===== src/sndhtp_pkg.sv =====
`default_nettype none
package sndhtp_pkg;

  localparam int TITLE_CHARS        = 64;
  localparam int AUTHOR_CHARS       = 64;
  localparam int YEAR_CHARS         = 32;
  localparam int MAGIC_SEARCH_LIMIT = 512;

  localparam logic [9:0] COUNT_MAX    = 10'd1023;
  localparam logic [9:0] MIN_FILE_LEN = 10'd16;
  localparam logic [15:0] DEFAULT_HZ  = 16'd50;
  localparam logic [6:0] DEFAULT_TUNE = 7'd1;

  localparam logic [31:0] TAG_SNDH = 32'h534E_4448;
  localparam logic [31:0] TAG_HDNS = 32'h4844_4E53;
  localparam logic [31:0] TAG_TITL = 32'h5449_544C;
  localparam logic [31:0] TAG_COMM = 32'h434F_4D4D;
  localparam logic [31:0] TAG_YEAR = 32'h5945_4152;
  localparam logic [15:0] TAG_TUNES = 16'h2323;
  localparam logic [15:0] TAG_START = 16'h2123;
  localparam logic [15:0] TAG_TC    = 16'h5443;

  localparam logic [1:0] SID_TITLE  = 2'd0;
  localparam logic [1:0] SID_AUTHOR = 2'd1;
  localparam logic [1:0] SID_YEAR   = 2'd2;
  localparam int NUM_STRINGS = 3;

  localparam logic RES_CHAR    = 1'b0;
  localparam logic RES_SUMMARY = 1'b1;

  localparam int QUEUE_DEPTH = 4;
  localparam int QPTR_W      = $clog2(QUEUE_DEPTH);
  localparam int QCNT_W      = $clog2(QUEUE_DEPTH + 1);

  typedef enum logic [3:0] {
    MODE_SEARCH = 4'b0001,
    MODE_TAGS   = 4'b0010,
    MODE_STRING = 4'b0100,
    MODE_DONE   = 4'b1000
  } mode_e;

  typedef struct packed {
    logic [7:0] data_byte;
    logic       last_byte;
  } item_t;

  typedef struct packed {
    logic        result_type;
    logic [1:0]  string_id;
    logic [5:0]  char_index;
    logic [7:0]  char_value;
    logic        parse_ok;
    logic [6:0]  subtune_count;
    logic [6:0]  default_subtune;
    logic [15:0] timer_hz;
    logic [5:0]  title_length;
    logic [5:0]  author_length;
    logic [5:0]  year_length;
  } res_t;

  // one front-end event: an optional character and an optional summary
  typedef struct packed {
    logic        has_char;
    logic [1:0]  char_sid;
    logic [5:0]  char_idx;
    logic [7:0]  char_val;
    logic        has_sum;
    logic        sum_ok;
    logic [6:0]  sum_tunes;
    logic [6:0]  sum_start;
    logic [15:0] sum_hz;
    logic [5:0]  sum_title_len;
    logic [5:0]  sum_author_len;
    logic [5:0]  sum_year_len;
  } qent_t;

  function automatic logic [6:0] cap_of(input logic [1:0] sid);
    logic [6:0] cap;
    case (sid)
      SID_TITLE:  cap = 7'(TITLE_CHARS);
      SID_AUTHOR: cap = 7'(AUTHOR_CHARS);
      default:    cap = 7'(YEAR_CHARS);
    endcase
    return cap;
  endfunction

endpackage
`default_nettype wire


===== src/sndhtp_front.sv =====
`default_nettype none
module sndhtp_front
  import sndhtp_pkg::*;
(
  input  wire logic  clk_i,
  input  wire logic  rst_ni,
  input  wire logic  in_valid_i,
  input  wire item_t in_data_i,
  output logic       in_ready_o,
  output logic       push_valid_o,
  output qent_t      push_data_o,
  input  wire logic  push_ready_i
);

  mode_e       mode_q, mode_d;
  logic [31:0] win_q, win_d;
  logic [2:0]  fill_q, fill_d;
  logic [9:0]  cnt_q, cnt_d;
  logic [1:0]  act_q, act_d;
  logic [5:0]  pos_q, pos_d;
  logic [NUM_STRINGS-1:0][5:0] len_q, len_d;
  logic [6:0]  tunes_q, tunes_d;
  logic [6:0]  start_q, start_d;
  logic [15:0] hz_q, hz_d;

  logic        fire;
  logic [7:0]  b;
  logic [31:0] shifted;
  logic [2:0]  fill_inc;
  logic [7:0]  dig_hi, dig_lo;
  logic        dig_ok;
  logic [6:0]  dig_val;
  logic        emit;
  logic        ok;
  qent_t       ent;

  assign in_ready_o   = push_ready_i;
  assign fire         = in_valid_i && in_ready_o;
  assign b            = in_data_i.data_byte;
  assign shifted      = {win_q[23:0], b};
  assign fill_inc     = (fill_q < 3'd4) ? fill_q + 3'd1 : fill_q;
  assign dig_hi       = shifted[15:8];
  assign dig_lo       = shifted[7:0];
  assign dig_ok       = (dig_hi inside {[8'h30:8'h39]}) && (dig_lo inside {[8'h30:8'h39]});
  assign dig_val      = 7'(dig_hi[3:0]) * 7'd10 + 7'(dig_lo[3:0]);
  assign push_valid_o = fire && (emit || in_data_i.last_byte);
  assign push_data_o  = ent;

  always_comb begin
    mode_d  = mode_q;
    win_d   = win_q;
    fill_d  = fill_q;
    act_d   = act_q;
    pos_d   = pos_q;
    len_d   = len_q;
    tunes_d = tunes_q;
    start_d = start_q;
    hz_d    = hz_q;
    emit    = 1'b0;
    cnt_d   = (cnt_q != COUNT_MAX) ? cnt_q + 10'd1 : cnt_q;

    case (mode_q)
      MODE_SEARCH: begin
        win_d  = shifted;
        fill_d = fill_inc;
        if (fill_inc == 3'd4 && cnt_d <= 10'(MAGIC_SEARCH_LIMIT) && shifted == TAG_SNDH) begin
          mode_d = MODE_TAGS;
          win_d  = '0;
          fill_d = '0;
        end
      end
      MODE_TAGS: begin
        win_d  = shifted;
        fill_d = fill_inc;
        if (fill_inc == 3'd4) begin
          if (shifted == TAG_HDNS) begin
            mode_d = MODE_DONE;
          end else if (shifted == TAG_TITL || shifted == TAG_COMM || shifted == TAG_YEAR) begin
            if (shifted == TAG_TITL) act_d = SID_TITLE;
            else if (shifted == TAG_COMM) act_d = SID_AUTHOR;
            else act_d = SID_YEAR;
            for (int i = 0; i < NUM_STRINGS; i++) begin
              if (act_d == 2'(i)) len_d[i] = '0;
            end
            pos_d  = '0;
            mode_d = MODE_STRING;
            win_d  = '0;
            fill_d = '0;
          end else if (shifted[31:16] == TAG_TUNES || shifted[31:16] == TAG_START) begin
            if (dig_ok) begin
              if (shifted[31:16] == TAG_TUNES) tunes_d = dig_val;
              else start_d = dig_val;
            end
            win_d  = '0;
            fill_d = '0;
          end else if (shifted[31:16] == TAG_TC) begin
            if (shifted[15:0] != 16'd0) hz_d = shifted[15:0];
            win_d  = '0;
            fill_d = '0;
          end else begin
            // unknown tag: keep the last three bytes and slide
            fill_d = 3'd3;
          end
        end
      end
      MODE_STRING: begin
        if (b == 8'd0) begin
          mode_d = MODE_TAGS;
          win_d  = '0;
          fill_d = '0;
        end else if ({1'b0, pos_q} + 7'd1 < cap_of(act_q)) begin
          emit  = 1'b1;
          pos_d = pos_q + 6'd1;
          for (int i = 0; i < NUM_STRINGS; i++) begin
            if (act_q == 2'(i)) len_d[i] = pos_q + 6'd1;
          end
        end
      end
      MODE_DONE: begin
      end
      default: begin
        mode_d = MODE_SEARCH;
      end
    endcase

    ok = (mode_d != MODE_SEARCH) && (cnt_d >= MIN_FILE_LEN);

    ent.has_char       = emit;
    ent.char_sid       = act_q;
    ent.char_idx       = pos_q;
    ent.char_val       = b;
    ent.has_sum        = in_data_i.last_byte;
    ent.sum_ok         = ok;
    ent.sum_tunes      = ok ? tunes_d : '0;
    ent.sum_start      = ok ? start_d : '0;
    ent.sum_hz         = ok ? hz_d : '0;
    ent.sum_title_len  = ok ? len_d[0] : '0;
    ent.sum_author_len = ok ? len_d[1] : '0;
    ent.sum_year_len   = ok ? len_d[2] : '0;

    // end of file: start over for the next one
    if (in_data_i.last_byte) begin
      mode_d  = MODE_SEARCH;
      win_d   = '0;
      fill_d  = '0;
      cnt_d   = '0;
      act_d   = '0;
      pos_d   = '0;
      len_d   = '0;
      tunes_d = DEFAULT_TUNE;
      start_d = DEFAULT_TUNE;
      hz_d    = DEFAULT_HZ;
    end
  end

  always_ff @(posedge clk_i or negedge rst_ni) begin
    if (!rst_ni) begin
      mode_q  <= MODE_SEARCH;
      win_q   <= '0;
      fill_q  <= '0;
      cnt_q   <= '0;
      act_q   <= '0;
      pos_q   <= '0;
      len_q   <= '0;
      tunes_q <= DEFAULT_TUNE;
      start_q <= DEFAULT_TUNE;
      hz_q    <= DEFAULT_HZ;
    end else if (fire) begin
      mode_q  <= mode_d;
      win_q   <= win_d;
      fill_q  <= fill_d;
      cnt_q   <= cnt_d;
      act_q   <= act_d;
      pos_q   <= pos_d;
      len_q   <= len_d;
      tunes_q <= tunes_d;
      start_q <= start_d;
      hz_q    <= hz_d;
    end
  end

  a_last_restarts: assert property (@(posedge clk_i) disable iff (!rst_ni)
    (fire && in_data_i.last_byte) |=> (mode_q == MODE_SEARCH && cnt_q == 10'd0))
    else $error("front did not restart after last byte");

  a_pos_in_cap: assert property (@(posedge clk_i) disable iff (!rst_ni)
    (mode_q == MODE_STRING) |-> ({1'b0, pos_q} < cap_of(act_q)))
    else $error("string position beyond capacity");

endmodule
`default_nettype wire


===== src/sndhtp_queue.sv =====
`default_nettype none
module sndhtp_queue
  import sndhtp_pkg::*;
(
  input  wire logic  clk_i,
  input  wire logic  rst_ni,
  input  wire logic  push_valid_i,
  input  wire qent_t push_data_i,
  output logic       push_ready_o,
  output logic       pop_valid_o,
  output qent_t      pop_data_o,
  input  wire logic  pop_ready_i
);

  qent_t             mem_q [QUEUE_DEPTH];
  logic [QPTR_W-1:0] wr_ptr_q, rd_ptr_q;
  logic [QCNT_W-1:0] cnt_q;
  logic              do_push, do_pop;

  assign push_ready_o = (cnt_q != QCNT_W'(QUEUE_DEPTH));
  assign pop_valid_o  = (cnt_q != '0);
  assign pop_data_o   = mem_q[rd_ptr_q];
  assign do_push      = push_valid_i && push_ready_o;
  assign do_pop       = pop_valid_o && pop_ready_i;

  always_ff @(posedge clk_i) begin
    if (do_push) begin
      mem_q[wr_ptr_q] <= push_data_i;
    end
  end

  always_ff @(posedge clk_i or negedge rst_ni) begin
    if (!rst_ni) begin
      wr_ptr_q <= '0;
      rd_ptr_q <= '0;
      cnt_q    <= '0;
    end else begin
      if (do_push) begin
        wr_ptr_q <= (wr_ptr_q == QPTR_W'(QUEUE_DEPTH - 1)) ? '0 : wr_ptr_q + 1'b1;
      end
      if (do_pop) begin
        rd_ptr_q <= (rd_ptr_q == QPTR_W'(QUEUE_DEPTH - 1)) ? '0 : rd_ptr_q + 1'b1;
      end
      if (do_push && !do_pop) cnt_q <= cnt_q + 1'b1;
      else if (do_pop && !do_push) cnt_q <= cnt_q - 1'b1;
    end
  end

  a_no_overfill: assert property (@(posedge clk_i) disable iff (!rst_ni)
    cnt_q <= QCNT_W'(QUEUE_DEPTH))
    else $error("queue count beyond depth");

  a_no_push_when_full: assert property (@(posedge clk_i) disable iff (!rst_ni)
    !(push_valid_i && !push_ready_o))
    else $error("request pushed into full queue");

  a_entry_nonempty: assert property (@(posedge clk_i) disable iff (!rst_ni)
    pop_valid_o |-> (pop_data_o.has_char || pop_data_o.has_sum))
    else $error("queue entry carries no result");

endmodule
`default_nettype wire


===== src/sndhtp_back.sv =====
`default_nettype none
module sndhtp_back
  import sndhtp_pkg::*;
(
  input  wire logic  clk_i,
  input  wire logic  rst_ni,
  input  wire logic  pop_valid_i,
  input  wire qent_t pop_data_i,
  output logic       pop_ready_o,
  output logic       out_valid_o,
  output res_t       out_data_o,
  input  wire logic  out_ready_i
);

  logic out_valid_q;
  res_t out_q;
  logic pend_q;
  res_t pend_res_q;
  logic load;
  logic take;
  res_t char_res, sum_res;

  assign load        = !out_valid_q || out_ready_i;
  assign pop_ready_o = load && !pend_q;
  assign take        = pop_ready_o && pop_valid_i;
  assign out_valid_o = out_valid_q;
  assign out_data_o  = out_q;

  always_comb begin
    char_res             = '0;
    char_res.result_type = RES_CHAR;
    char_res.string_id   = pop_data_i.char_sid;
    char_res.char_index  = pop_data_i.char_idx;
    char_res.char_value  = pop_data_i.char_val;

    sum_res                 = '0;
    sum_res.result_type     = RES_SUMMARY;
    sum_res.parse_ok        = pop_data_i.sum_ok;
    sum_res.subtune_count   = pop_data_i.sum_tunes;
    sum_res.default_subtune = pop_data_i.sum_start;
    sum_res.timer_hz        = pop_data_i.sum_hz;
    sum_res.title_length    = pop_data_i.sum_title_len;
    sum_res.author_length   = pop_data_i.sum_author_len;
    sum_res.year_length     = pop_data_i.sum_year_len;
  end

  always_ff @(posedge clk_i or negedge rst_ni) begin
    if (!rst_ni) begin
      out_valid_q <= 1'b0;
      pend_q      <= 1'b0;
    end else if (load) begin
      if (pend_q) begin
        out_valid_q <= 1'b1;
        pend_q      <= 1'b0;
      end else if (pop_valid_i) begin
        out_valid_q <= 1'b1;
        pend_q      <= pop_data_i.has_char && pop_data_i.has_sum;
      end else begin
        out_valid_q <= 1'b0;
      end
    end
  end

  // character goes first, the summary of the same byte waits one slot
  always_ff @(posedge clk_i) begin
    if (load) begin
      if (pend_q) begin
        out_q <= pend_res_q;
      end else if (take) begin
        out_q      <= pop_data_i.has_char ? char_res : sum_res;
        pend_res_q <= sum_res;
      end
    end
  end

  a_pend_needs_out: assert property (@(posedge clk_i) disable iff (!rst_ni)
    pend_q |-> out_valid_q)
    else $error("pending summary without a result in the output register");

  a_pend_follows: assert property (@(posedge clk_i) disable iff (!rst_ni)
    (out_valid_o && out_ready_i && pend_q) |=>
      (out_valid_o && out_data_o.result_type == RES_SUMMARY))
    else $error("pending summary not delivered next");

  a_no_pop_with_pend: assert property (@(posedge clk_i) disable iff (!rst_ni)
    pend_q |-> !pop_ready_o)
    else $error("queue popped while a summary is pending");

endmodule
`default_nettype wire


===== src/sndh_header_tag_parser_core.sv =====
`default_nettype none
// Header tag parser: takes one file byte per request on the in channel and
// returns captured title, author and year characters and, on the byte marked
// last, one summary request on the out channel. A byte is taken every cycle;
// the front end does the magic search, the four-byte tag window and the
// string capture in a single cycle per byte and hands each byte that yields
// results to a four-entry queue. The back end drives one result per cycle
// while the receiver is ready, from an output register; a last byte that also
// yields a character gives two results, character first. Input stalls only
// when the queue is full; results pass through the queue and output register.
module sndh_header_tag_parser_core
  import sndhtp_pkg::*;
(
  input  wire logic  clk_i,
  input  wire logic  rst_ni,
  input  wire logic  in_valid_i,
  input  wire item_t in_data_i,
  output logic       in_ready_o,
  output logic       out_valid_o,
  output res_t       out_data_o,
  input  wire logic  out_ready_i
);

  logic  push_valid, push_ready;
  qent_t push_data;
  logic  pop_valid, pop_ready;
  qent_t pop_data;

  sndhtp_front u_front (
    .clk_i        (clk_i),
    .rst_ni       (rst_ni),
    .in_valid_i   (in_valid_i),
    .in_data_i    (in_data_i),
    .in_ready_o   (in_ready_o),
    .push_valid_o (push_valid),
    .push_data_o  (push_data),
    .push_ready_i (push_ready)
  );

  sndhtp_queue u_queue (
    .clk_i        (clk_i),
    .rst_ni       (rst_ni),
    .push_valid_i (push_valid),
    .push_data_i  (push_data),
    .push_ready_o (push_ready),
    .pop_valid_o  (pop_valid),
    .pop_data_o   (pop_data),
    .pop_ready_i  (pop_ready)
  );

  sndhtp_back u_back (
    .clk_i       (clk_i),
    .rst_ni      (rst_ni),
    .pop_valid_i (pop_valid),
    .pop_data_i  (pop_data),
    .pop_ready_o (pop_ready),
    .out_valid_o (out_valid_o),
    .out_data_o  (out_data_o),
    .out_ready_i (out_ready_i)
  );

endmodule
`default_nettype wire


===== config.mk =====
export PLATFORM = sky130hd
export DESIGN_NAME = sndh_header_tag_parser_core
export DESIGN_NICKNAME = d
export VERILOG_FILES = /design/src/sndhtp_pkg.sv /design/src/sndhtp_front.sv /design/src/sndhtp_queue.sv /design/src/sndhtp_back.sv /design/src/sndh_header_tag_parser_core.sv
export SDC_FILE = /design/constraint.sdc
export NUM_CORES = 1
export LEC_CHECK = 0
export BUFFER_PORTS_ARGS = -buffer_cell sky130_fd_sc_hd__buf_2
export CAP_MARGIN = 0
export CORE_ASPECT_RATIO = 0.5
export CORE_MARGIN = 1.5
export CORE_UTILIZATION = 30
export DETAILED_ROUTE_END_ITERATION = 7
export SLEW_MARGIN = 20
export SYNTH_ARGS = -nofsm -noshare
export SYNTH_HDL_FRONTEND = slang
export SYNTH_SLANG_ARGS = --single-unit

===== constraint.sdc =====
create_clock -name clk_i -period 7.1 [get_ports clk_i]
set_input_delay 1.065 -clock clk_i [delete_from_list [all_inputs] [get_ports clk_i]]
set_output_delay 1.065 -clock clk_i [all_outputs]
set_load 0.03 [all_outputs]

# Yosys cells after proc, flatten, opt, wreduce, memory -nomap -nowiden

Memories as Yosys holds them, arrays and structs flattened.
Cells that the tools add are included.
W data, S select, Z words.

Order comparisons: 8
Bitwise gates (word level): 1
Multipliers: 1
Multiplexer cells: 108
Equal/unequal tests: 29
Add/subtract/negate cells: 9
Reductions and logical operators: 41

Operator list:

| operator                | count |
|---|---|
| $mux W24                | 8 |
| $eq A32 B31 Y1 const B  | 5 |
| $mux W7                 | 21 |
| $mux W16                | 9 |
| $mux W66                | 2 |
| $mux W18                | 6 |
| $mux W6                 | 15 |
| $pmux W24 S3            | 1 |
| $mux W49                | 1 |
| $pmux W18 S2            | 1 |
| $eq A16 B14 Y1 const B  | 2 |
| $mux W3                 | 10 |
| $mux W2                 | 14 |
| $mux W4                 | 6 |
| $mux W10                | 2 |
| $eq A16 B15 Y1 const B  | 1 |
| $ge A8 B6 Y1 const B    | 2 |
| $le A8 B6 Y1 const B    | 2 |
| $pmux W4 S4             | 1 |
| $reduce_bool A16 Y1     | 1 |
| $logic_and A1 B1 Y1     | 14 |
| $ne A3 B2 Y1 const B    | 4 |
| $pmux W6 S2             | 1 |
| $add A10 B1 Y10 const B | 1 |
| other kinds (37)        | 67 |

Memories kept: 1
Memory bits (writable): 268
Word-level logic and storage cells: 233
Input bits: 13
Output and inout bits: 68
Bits in registers: 221

Memories:

| name          | depth | bits a word | read ports | clocked after Yosys merged registers in | write ports | RTL line           | source |
|---|---|---|---|---|---|---|---|
| u_queue.mem_q | 4     | 67          | 1          | 0                                       | 1           | sndhtp_queue.sv:15 | `qent_t mem_q [QUEUE_DEPTH];` |

# Longest topological paths before layout

Gate-level depths: netlist (run 1).

Word-level depth: 16
Depth in mapped cells: 14
Mapped depth without buffers: 14

# Hierarchy

From an unflattened synthesis (run 1), not the netlist that was laid out.

Cell total of the unflattened synthesis: 1,332
Area, all modules: 20,632.3 um2

By module, submodules not included:

| module       | area each (um2) | sequential area each (um2) | cells each | times used |
|---|---|---|---|---|
| sndhtp_queue | 10,107.2        | 8,222.9                    | 388        | 1 |
| sndhtp_front | 6,329.8         | 2,434.8                    | 736        | 1 |
| sndhtp_back  | 4,195.3         | 3,503.4                    | 208        | 1 |

# Worst setup path before layout (run 1)

No wires, ideal clock.

Kind: input-to-reg
Start: in out_ready_i
End: reg u_queue.cnt_q[1]
Setup slack: 1.051 ns
Path buffers: 0
Cell stages on the path: 7
Arrival: 5.924 ns
Library setup time: 0.125 ns
Required time: 6.975 ns
Path through: nor2b_1 -> nor3_1 -> inv_1 -> ha_1 -> inv_1 -> fa_1 -> mux2_2

Cells in the longest elaborated chain, start to end: 6
Elaborated cells between the ends (all ways): 8
Those cells by class: mux: 1; reduce/logical: 7

Ends and longest elaborated chain:

| element                                              | RTL line                          | source |
|---|---|---|
| from (decl)                                          | sndh_header_tag_parser_core.sv:21 | `input wire logic out_ready_i` |
| $logic_or A1 B1 Y1 *                                 | sndhtp_back.sv:23                 | `assign load = !out_valid_q \|\| out_ready_i;` |
| $logic_and A1 B1 Y1 *                                | sndhtp_back.sv:24                 | `assign pop_ready_o = load && !pend_q;` |
| $logic_and A1 B1 Y1 *                                | sndhtp_queue.sv:24                | `assign do_pop = pop_valid_o && pop_ready_i;` |
| $logic_not A1 Y1                                     | sndhtp_queue.sv:44                | `if (do_push && !do_pop) cnt_q <= cnt_q + 1'b1;` |
| $logic_and A1 B1 Y1                                  | sndhtp_queue.sv:44                |  |
| $mux W3 / $reduce_bool A2 Y1 (equally long branches) | --                                |  |
| to (signal assigned)                                 | sndhtp_queue.sv:44                |  |
| to (signal assigned)                                 | sndhtp_queue.sv:45                | `else if (do_pop && !do_push) cnt_q <= cnt_q - 1'b1;` |
| to (decl)                                            | sndhtp_queue.sv:17                | `logic [QCNT_W-1:0] cnt_q;` |

Every way passes the cells marked *; elsewhere a longest branch is shown, timed or not.
A chain may end at the register's enable or synchronous reset.

# Final worst setup path (run 1)

Start: reg u_front.pos_q[0]
End: mem u_queue.mem_q[2][3] in the netlist's numbering (enable)

Cells in the longest elaborated chain, start to end: 10

Ends and longest elaborated chain:

| element                       | RTL line            | source |
|---|---|---|
| from (decl)                   | sndhtp_front.sv:20  | `logic [5:0] pos_q, pos_d;` |
| from (signal assigned)        | sndhtp_front.sv:174 | `pos_q <= pos_d;` |
| $add A6 B1 Y7                 | sndhtp_front.sv:111 | `end else if ({1'b0, pos_q} + 7'd1 < cap_of(act_q)) begin` |
| $lt A7 B7 Y1                  | sndhtp_front.sv:111 |  |
| $mux W1                       | sndhtp_front.sv:111 |  |
| $mux W1                       | sndhtp_front.sv:107 | `if (b == 8'd0) begin` |
| $mux W1                       | sndhtp_front.sv:62  | `case (mode_q)` |
| $logic_or A1 B1 Y1            | sndhtp_front.sv:46  | `assign push_valid_o = fire && (emit \|\| in_data_i.last_byte);` |
| $logic_and A1 B1 Y1           | sndhtp_front.sv:46  |  |
| $logic_and A1 B1 Y1           | sndhtp_queue.sv:23  | `assign do_push = push_valid_i && push_ready_o;` |
| via u_queue.do_push           | sndhtp_queue.sv:18  | `logic do_push, do_pop;` |
| $mux W1                       | sndhtp_queue.sv:27  | `if (do_push) begin` |
| $mux W1 (not written as such) | sndhtp_queue.sv:28  | `mem_q[wr_ptr_q] <= push_data_i;` |
| to (decl)                     | sndhtp_queue.sv:15  |  |

The timed path passes the listed nets, and every way through them passes these cells.

==> flow_metrics.tcl, run 1 <==
set metrics [dict create \
    p_sw_uw 2990 \
    htreeDepth 2 \
    die_h_um 189 \
    n_fill_cell 6450 \
    finalNonFillerCells 2427 \
    leakage_uw 0.00801 \
    syn-num-nets 1471 \
    worst_slew_pin_slew_ns 1.03 \
    antenna_found_initial 0 \
    die_w_um 374 \
    layout_commonest_cell "edfxtp_1" \
    fmax_mhz 254 \
    insertion_delay_ns 0.59 \
    p_sw_frac 0.327 \
    p_comb_frac 0.263 \
    grt_max_degree 94 \
    fp.dieArea_mm2 0.0706 \
    cts_setup_buffers 0 \
    num_antenna_cells 0 \
    cts_buffers 48 \
    final_nets 1525 \
    synth-main-ff-cell "edfxtp_1" \
    dpl.hpwl_mm 28.5 \
    ant_nets 0 \
    start_kind "register" \
    final_area_mm2 0.0235 \
    syn-cell-area_mm2 0.0207 \
    syn_inst 1439 \
    ioPinCount 81 \
    cts_resized 0 \
    crit_path_end_kind "register" \
    async_flop_share 0.217 \
    slowest_delay_ns 0.81 \
    synthDistinctLibCells 80 \
    peakVddDrop_mv 0.175 \
    finClkSkew_ns 0.0277 \
    tns_ns 0 \
    row_count 67 \
    final_cell_mix "383 x edfxtp_1, 221 x nand2_1, 103 x o21ai_0" \
    grt.total_usage 0.132 \
    setup_viol 0 \
    period_minus_slack_ns 3.94 \
    relSlewSlack 0.309 \
    maxSlewViolCount 0 \
    min_path_type "input port to async pin" \
    ys_seq_area_frac 0.685 \
    area_growth_pct 13.8 \
    layout-drive-gt1-share 0.182 \
    holdBufCountCts 0 \
    port-buffer-count 80 \
    clock_power_share 0.269 \
    intPower_uw 6140 \
    start_util 0.306 \
    first_global_vias 11942 \
    cts_buffer_depth 3 \
    vias 12113 \
    power_density_mw_per_mm2 388 \
    via_per_inst 4.99 \
    synth_warnings 0 \
    wl_mm 46.4 \
    coreArea_mm2 0.0676 \
    cap_violations 0 \
    cts_tree "built" \
    grt_setup_unrepaired "false" \
    synth_edf_count 383 \
    crit_fanout 51 \
    synth_area_per_cell_um2 14.4 \
    worstSetupPathType "register to register" \
    grt_pass1_wl_mm 73.0 \
    post-route-period-util 0.555 \
    drt_first_pass_iters 6 \
    cts_root_buf "clkbuf_16" \
    hold_violations 0 \
    drt-initial-drc-count 1066 \
    drc 0 \
    cp.arrival_ns 4.20 \
    gp_congestion 0.830 \
    dpl_cell_area_mm2 0.0220 \
    placedCellCount 2340 \
    status "complete, no violations" \
    cp_cell_sequence "ha_1 > nand3_1 > nor2_1 > ha_1 > a211o_4 > o31a_1 > nor2_1 > and2_4 > buf_4" \
    pwr-share-seq 0.468 \
    worstPathRequired_ns 7.36 \
    cts.sinks 489 \
    wl_per_cell_um 19.1 \
    clkTransAtPathRegs_ns 0.07 \
    gr-total-overflow 0 \
    synth_seq_cells 489 \
    cp_slowest_cell "and2_4" \
]
==> metrics by stage <==
step	total power, uW	hold slack (ns)	setup WS [ns]	util
2_1_floorplan	6000	0.450	1.05	-
3_5_place_dp	6790	0.473	2.73	0.326
5_1_grt	9610	0.491	2.89	0.348
4_1_cts	9260	0.456	3.14	0.348
3_3_place_gp	6760	0.469	2.78	0.326
6_report	9120	0.461	3.16	0.348
==> kinds of logic after synthesis <==
group | after synthesis | share of synthesized area
mux | 87 | 0.0823
simple gates | 429 | 0.0997
fa+ha+maj | 19 | 0.0126
flops | 489 | 0.685
compound gates | 292 | 0.0919
xor+xnor | 16 | 0.00678
buf+inv | 107 | 0.0218
==> registers in the layout, summed over array words and instances (netlist names), 6 cells and up <==
signal             flops
u_front.tunes_q        7
u_front.cnt_q         10
u_back.pend_res_q     49
u_front.start_q        7
u_front.len_q         18
u_front.win_q         24
u_queue.mem_q        268
u_front.pos_q          6
u_front.hz_q          16
u_back.out_data_o     66
==> metal layers <==
metal  vias to the layer above  GRT usage  routed length, um
met3                        63     0.0274               2620
met5                         -          0                  0
met4                         0     0.0383               1080
met1                      6110      0.190              21500
met2                       327      0.202              21200
li1                       5613          -                  -
==> worst max-delay path: cells and delay by family (launching register included) <==
family | cells | cell delay (ns)
flip-flops | 1 | 0.48
buffers and inverters | 1 | 0.40
AO/OA/AOI/OAI | 2 | 0.69
adder cells (fa/ha/maj) | 2 | 0.50
AND/OR/NAND/NOR | 4 | 1.48
==> final cells by class <==
| cell class | instances | area [um^2] | share of cell area |
|---|---|---|---|
| repair buffers | 99 | 546 | 0.0232 |
| clock inverters | 21 | 216 | 0.00920 |
| flip-flops and latches | 489 | 14200 | 0.602 |
| multi-input cells | 843 | 6140 | 0.261 |
| clock buffers | 66 | 1290 | 0.0548 |
| inverters | 12 | 45.0 | 0.00191 |
| well taps | 897 | 1120 | 0.0477 |
==> Yosys cell counts (12+ instances only) <==
library cell,n,share of area
nor3_1,14,0.0034
clkbuf_1,64,0.012
nor4_1,12,0.0036
ha_1,16,0.0097
dfrtp_1,100,0.12
edfxtp_1,383,0.56
nand2_1,222,0.040
nand3_1,17,0.0041
a22oi_1,47,0.017
a22o_1,26,0.011
mux4_2,66,0.072
mux2i_1,17,0.0082
a21oi_1,41,0.0099
nor2_1,67,0.012
buf_2,19,0.0046
nor2b_1,19,0.0057
o21ai_0,104,0.025
==> final timing paths <==
kind / slack, ns / from / cells after the start / to
setup / recovery: 3.16 / u_front.pos_q[0] / 9 / u_queue.mem_q[2][3]
hold reg to reg: 0.49 / u_front.len_q[5] / 2 / u_front.len_q[5]
min in group clk_i: 0.49 / u_front.len_q[5] / 2 / u_front.len_q[5]
max in group asynchronous: 5.23 / rst_ni / 2 / u_queue.rd_ptr_q[0]
hold / removal: 0.46 / rst_ni / 1 / u_front.cnt_q[7]
setup reg to reg: 3.16 / u_front.pos_q[0] / 9 / u_queue.mem_q[2][3]
==> power groups by stage <==
stage | Combinational, uW | Sequential [uW] | Clock (uW)
6_report | 2400 | 4270 | 2450
2_1_floorplan | 1440 | 4560 | 0
3_3_place_gp | 2440 | 4320 | 0
3_5_place_dp | 2460 | 4340 | 0
4_1_cts | 2460 | 4280 | 2520
5_1_grt | 2630 | 4340 | 2640
(Power assumes the default switching activity.)
==> run 2, diff against run 1 <==
--- a/config.mk
+++ b/config.mk
@@ -5,6 +5,7 @@
 export SDC_FILE = /design/constraint.sdc
 export NUM_CORES = 1
 export LEC_CHECK = 0
+export ABC_AREA = 1
 export BUFFER_PORTS_ARGS = -buffer_cell sky130_fd_sc_hd__buf_2
 export CAP_MARGIN = 0
 export CORE_ASPECT_RATIO = 0.5
==> constraint.sdc (replaced) <==
create_clock -name clk_i -period 3.9 [get_ports clk_i]
set_input_delay 0.585 -clock clk_i [delete_from_list [all_inputs] [get_ports clk_i]]
set_output_delay 0.585 -clock clk_i [all_outputs]
set_load 0.03 [all_outputs]
==> run 2 against run 1 <==
Against the previous run: utilization up 0.072 points; critical path depth up 5; critical endpoint is now u_queue.cnt_q[1]; final cell count up 28%.
==> flow_metrics.tcl, run 2 <==
set metrics [dict create \
    status "complete, no violations" \
    synth_area_leaders "edfxtp_1 54%, dfrtp_1 12%, nand2_1 6.9%, nor2_1 6.0%, o21ai_0 4.2%" \
    finClkSkew_ns 0.0239 \
    htreeDepth 2 \
    p_sw_uw 6160 \
    async_flop_share 0.217 \
    vias 14958 \
    crit_fanout 11 \
    post-route-period-util 0.811 \
    clock_power_share 0.276 \
    n_fill_cell 6984 \
    peakVddDrop_mv 0.387 \
    start_util 0.303 \
    final_cell_mix "396 x nand2_1, 383 x edfxtp_1, 338 x nor2_1" \
    final_nets 2146 \
    r2r.worst_path.cells 14 \
    drc 0 \
    clkTransAtPathRegs_ns 0.06 \
    worstSetupPathType "register to register" \
    met2_length_mm 24.2 \
    synth-main-ff-cell "edfxtp_1" \
    post-route-util 0.349 \
    regMostFlops "u_queue.mem_q" \
    min_path_type "input port to register" \
    crit_path_end_kind "register" \
    power_density_mw_per_mm2 707 \
    largest_reg_flops 268 \
    cts_root_buf "clkbuf_16" \
    r2r-end "u_queue.cnt_q[1]" \
    dpl_cell_area_mm2 0.0230 \
    first_global_vias 14187 \
    pwr-share-seq 0.426 \
    grt_pass1_wl_mm 81.8 \
    p_comb_frac 0.298 \
    dpl.hpwl_mm 33.4 \
    intPower_uw 11300 \
    cts_buffers 50 \
    synth.most_common_cell "nand2_1" \
    layout-drive-gt1-share 0.113 \
    synth_warnings 0 \
    syn_inst 2036 \
    worstPathRequired_ns 4.38 \
    syn-cell-area_mm2 0.0214 \
    cts_resized 0 \
    wl_per_cell_um 16.9 \
    pre_cts_ws_ns 0.742 \
    setup_viol 0 \
    cts_buffer_depth 3 \
    fin_total_pwr_uw 17500 \
    wl_met1_mm 24.3 \
    crit_path_end "u_queue.cnt_q[1]" \
    start_kind "register" \
    wl_mm 52.8 \
    hold_violations 0 \
    synth_area_leader_cell "edfxtp_1" \
    yosysTopAreaCellShare 0.537 \
    synth_area_per_cell_um2 10.5 \
    cap_violations 0 \
    synth_common_cells "396 x nand2_1, 383 x edfxtp_1, 344 x nor2_1, 178 x o21ai_0, 153 x inv_1" \
    period_minus_slack_ns 3.16 \
    row_count 69 \
    synthDistinctLibCells 44 \
    worst_slew_pin_slew_ns 0.951 \
    p_sw_frac 0.353 \
    grt.total_usage 0.143 \
    syn-num-nets 2068 \
    coreArea_mm2 0.0708 \
    fp.dieArea_mm2 0.0731 \
    seq_area_mm2 0.0142 \
    tns_ns 0 \
    port-buffer-count 80 \
    drt_first_pass_iters 5 \
    ioPinCount 81 \
    drt-initial-drc-count 1143 \
    fmax_mhz 316 \
    area_growth_pct 15.3 \
    grt_max_degree 80 \
    die_h_um 192 \
    maxSlewViolCount 0 \
    layout_commonest_cell "nand2_1" \
    via_per_inst 4.81 \
    leakage_uw 0.00958 \
    synth_edf_count 383 \
    antenna_found_initial 0 \
    ant_nets 0 \
    r2r-start "u_front.pos_q[0]" \
    cp.arrival_ns 3.64 \
    die_w_um 381 \
    fin_ws_ns 0.737 \
    highest_layer "met4" \
    final_area_mm2 0.0247 \
    insertion_delay_ns 0.61 \
    cts.sinks 489 \
    num_antenna_cells 0 \
    rrSetupSlack_ns 0.74 \
    relSlewSlack 0.364 \
    multi_input_area_mm2 0.00627 \
    startpoint "u_front.pos_q[0]" \
    dr_wl_met3_mm 3.20 \
    gp_congestion 0.898 \
    ys_seq_area_frac 0.661 \
    cts_tree "built" \
    grt_setup_unrepaired "false" \
    synth_seq_cells 489 \
    gr-total-overflow 0 \
]
-- run 2: area by class of cell --
cell class,instances,area share
flip-flops and latches,489,0.574
multi-input cells,1286,0.254
repair buffers,122,0.0307
inverters,165,0.0251
well taps,958,0.0485
clock inverters,22,0.0109
clock buffers,71,0.0572
-- run 2: critical path, cell delays in order, from the launching register on --
cell and delay (ns):
dfrtp_1 0.52, ha_1 0.24, nand3_1 0.12, nor3b_1 0.25, ha_1 0.28, nand2_1 0.11
nand2_1 0.09, o21ai_0 0.15, nand2_1 0.07, buf_4 0.17, inv_1 0.13, ha_1 0.16
inv_1 0.06, fa_1 0.43, mux2_2 0.26
-- run 2: logic make-up (layout without fill, tap and decap cells) --
kind of cell,after synthesis,count (layout),synth area share
and+or+nand+nor,893,893,0.173
DFF,489,489,0.661
AOI/OAI and AO/OA,361,361,0.0992
buffers and inverters,261,380,0.0487
adders and majority gates,19,19,0.0121
xor gates and xnor gates,12,12,0.00491
muxes,1,1,0.000526
-- run 2: repair_timing --
item / in CTS / in global routing
setup buffers: 0 / 0
endpoints found under the hold margin: 30 / 0
endpoints found under the setup margin: 0 / 0
hold buffers: 1 / 0
-- run 2: how the worst min path moves through the flow --
stage                            start                    to  slack (ns)  cells after the start
floorplan                       rst_ni    u_back.out_valid_o        0.29                      0
global placement    u_front.start_q[1]    u_front.start_q[1]        0.46                      2
detailed placement  u_front.tunes_q[6]    u_front.tunes_q[6]        0.47                      2
CTS                       in_data_i[6]  u_queue.mem_q[3][55]        0.25                      1
global route              in_data_i[6]  u_queue.mem_q[3][55]        0.27                      1
finish                    in_data_i[6]  u_queue.mem_q[3][55]        0.29                      1
-- run 2: power by group through the flow --
stage,logic [uW],registers (uW),clock network (uW)
3_5_place_dp,5250,7540,0
3_3_place_gp,5200,7520,0
6_report,5200,7430,4820
4_1_cts,5260,7440,4940
5_1_grt,5710,7540,5120
2_1_floorplan,2790,8210,0
-- run 2: per-stage QoR --
stage / hold slack (ns) / instances
after floorplan: 0.289 / 2036
after global placement: 0.461 / 3019
after detailed placement: 0.466 / 3019
after CTS: 0.255 / 3113
after global routing: 0.266 / 3113
final: 0.294 / 3113
-- run 2: per-layer routing --
layer / track usage / vias to the layer above
met4: 0.0400 / 0
li1: - / 7146
met1: 0.201 / 7320
met2: 0.230 / 414
met5: 0 / -
met3: 0.0206 / 78
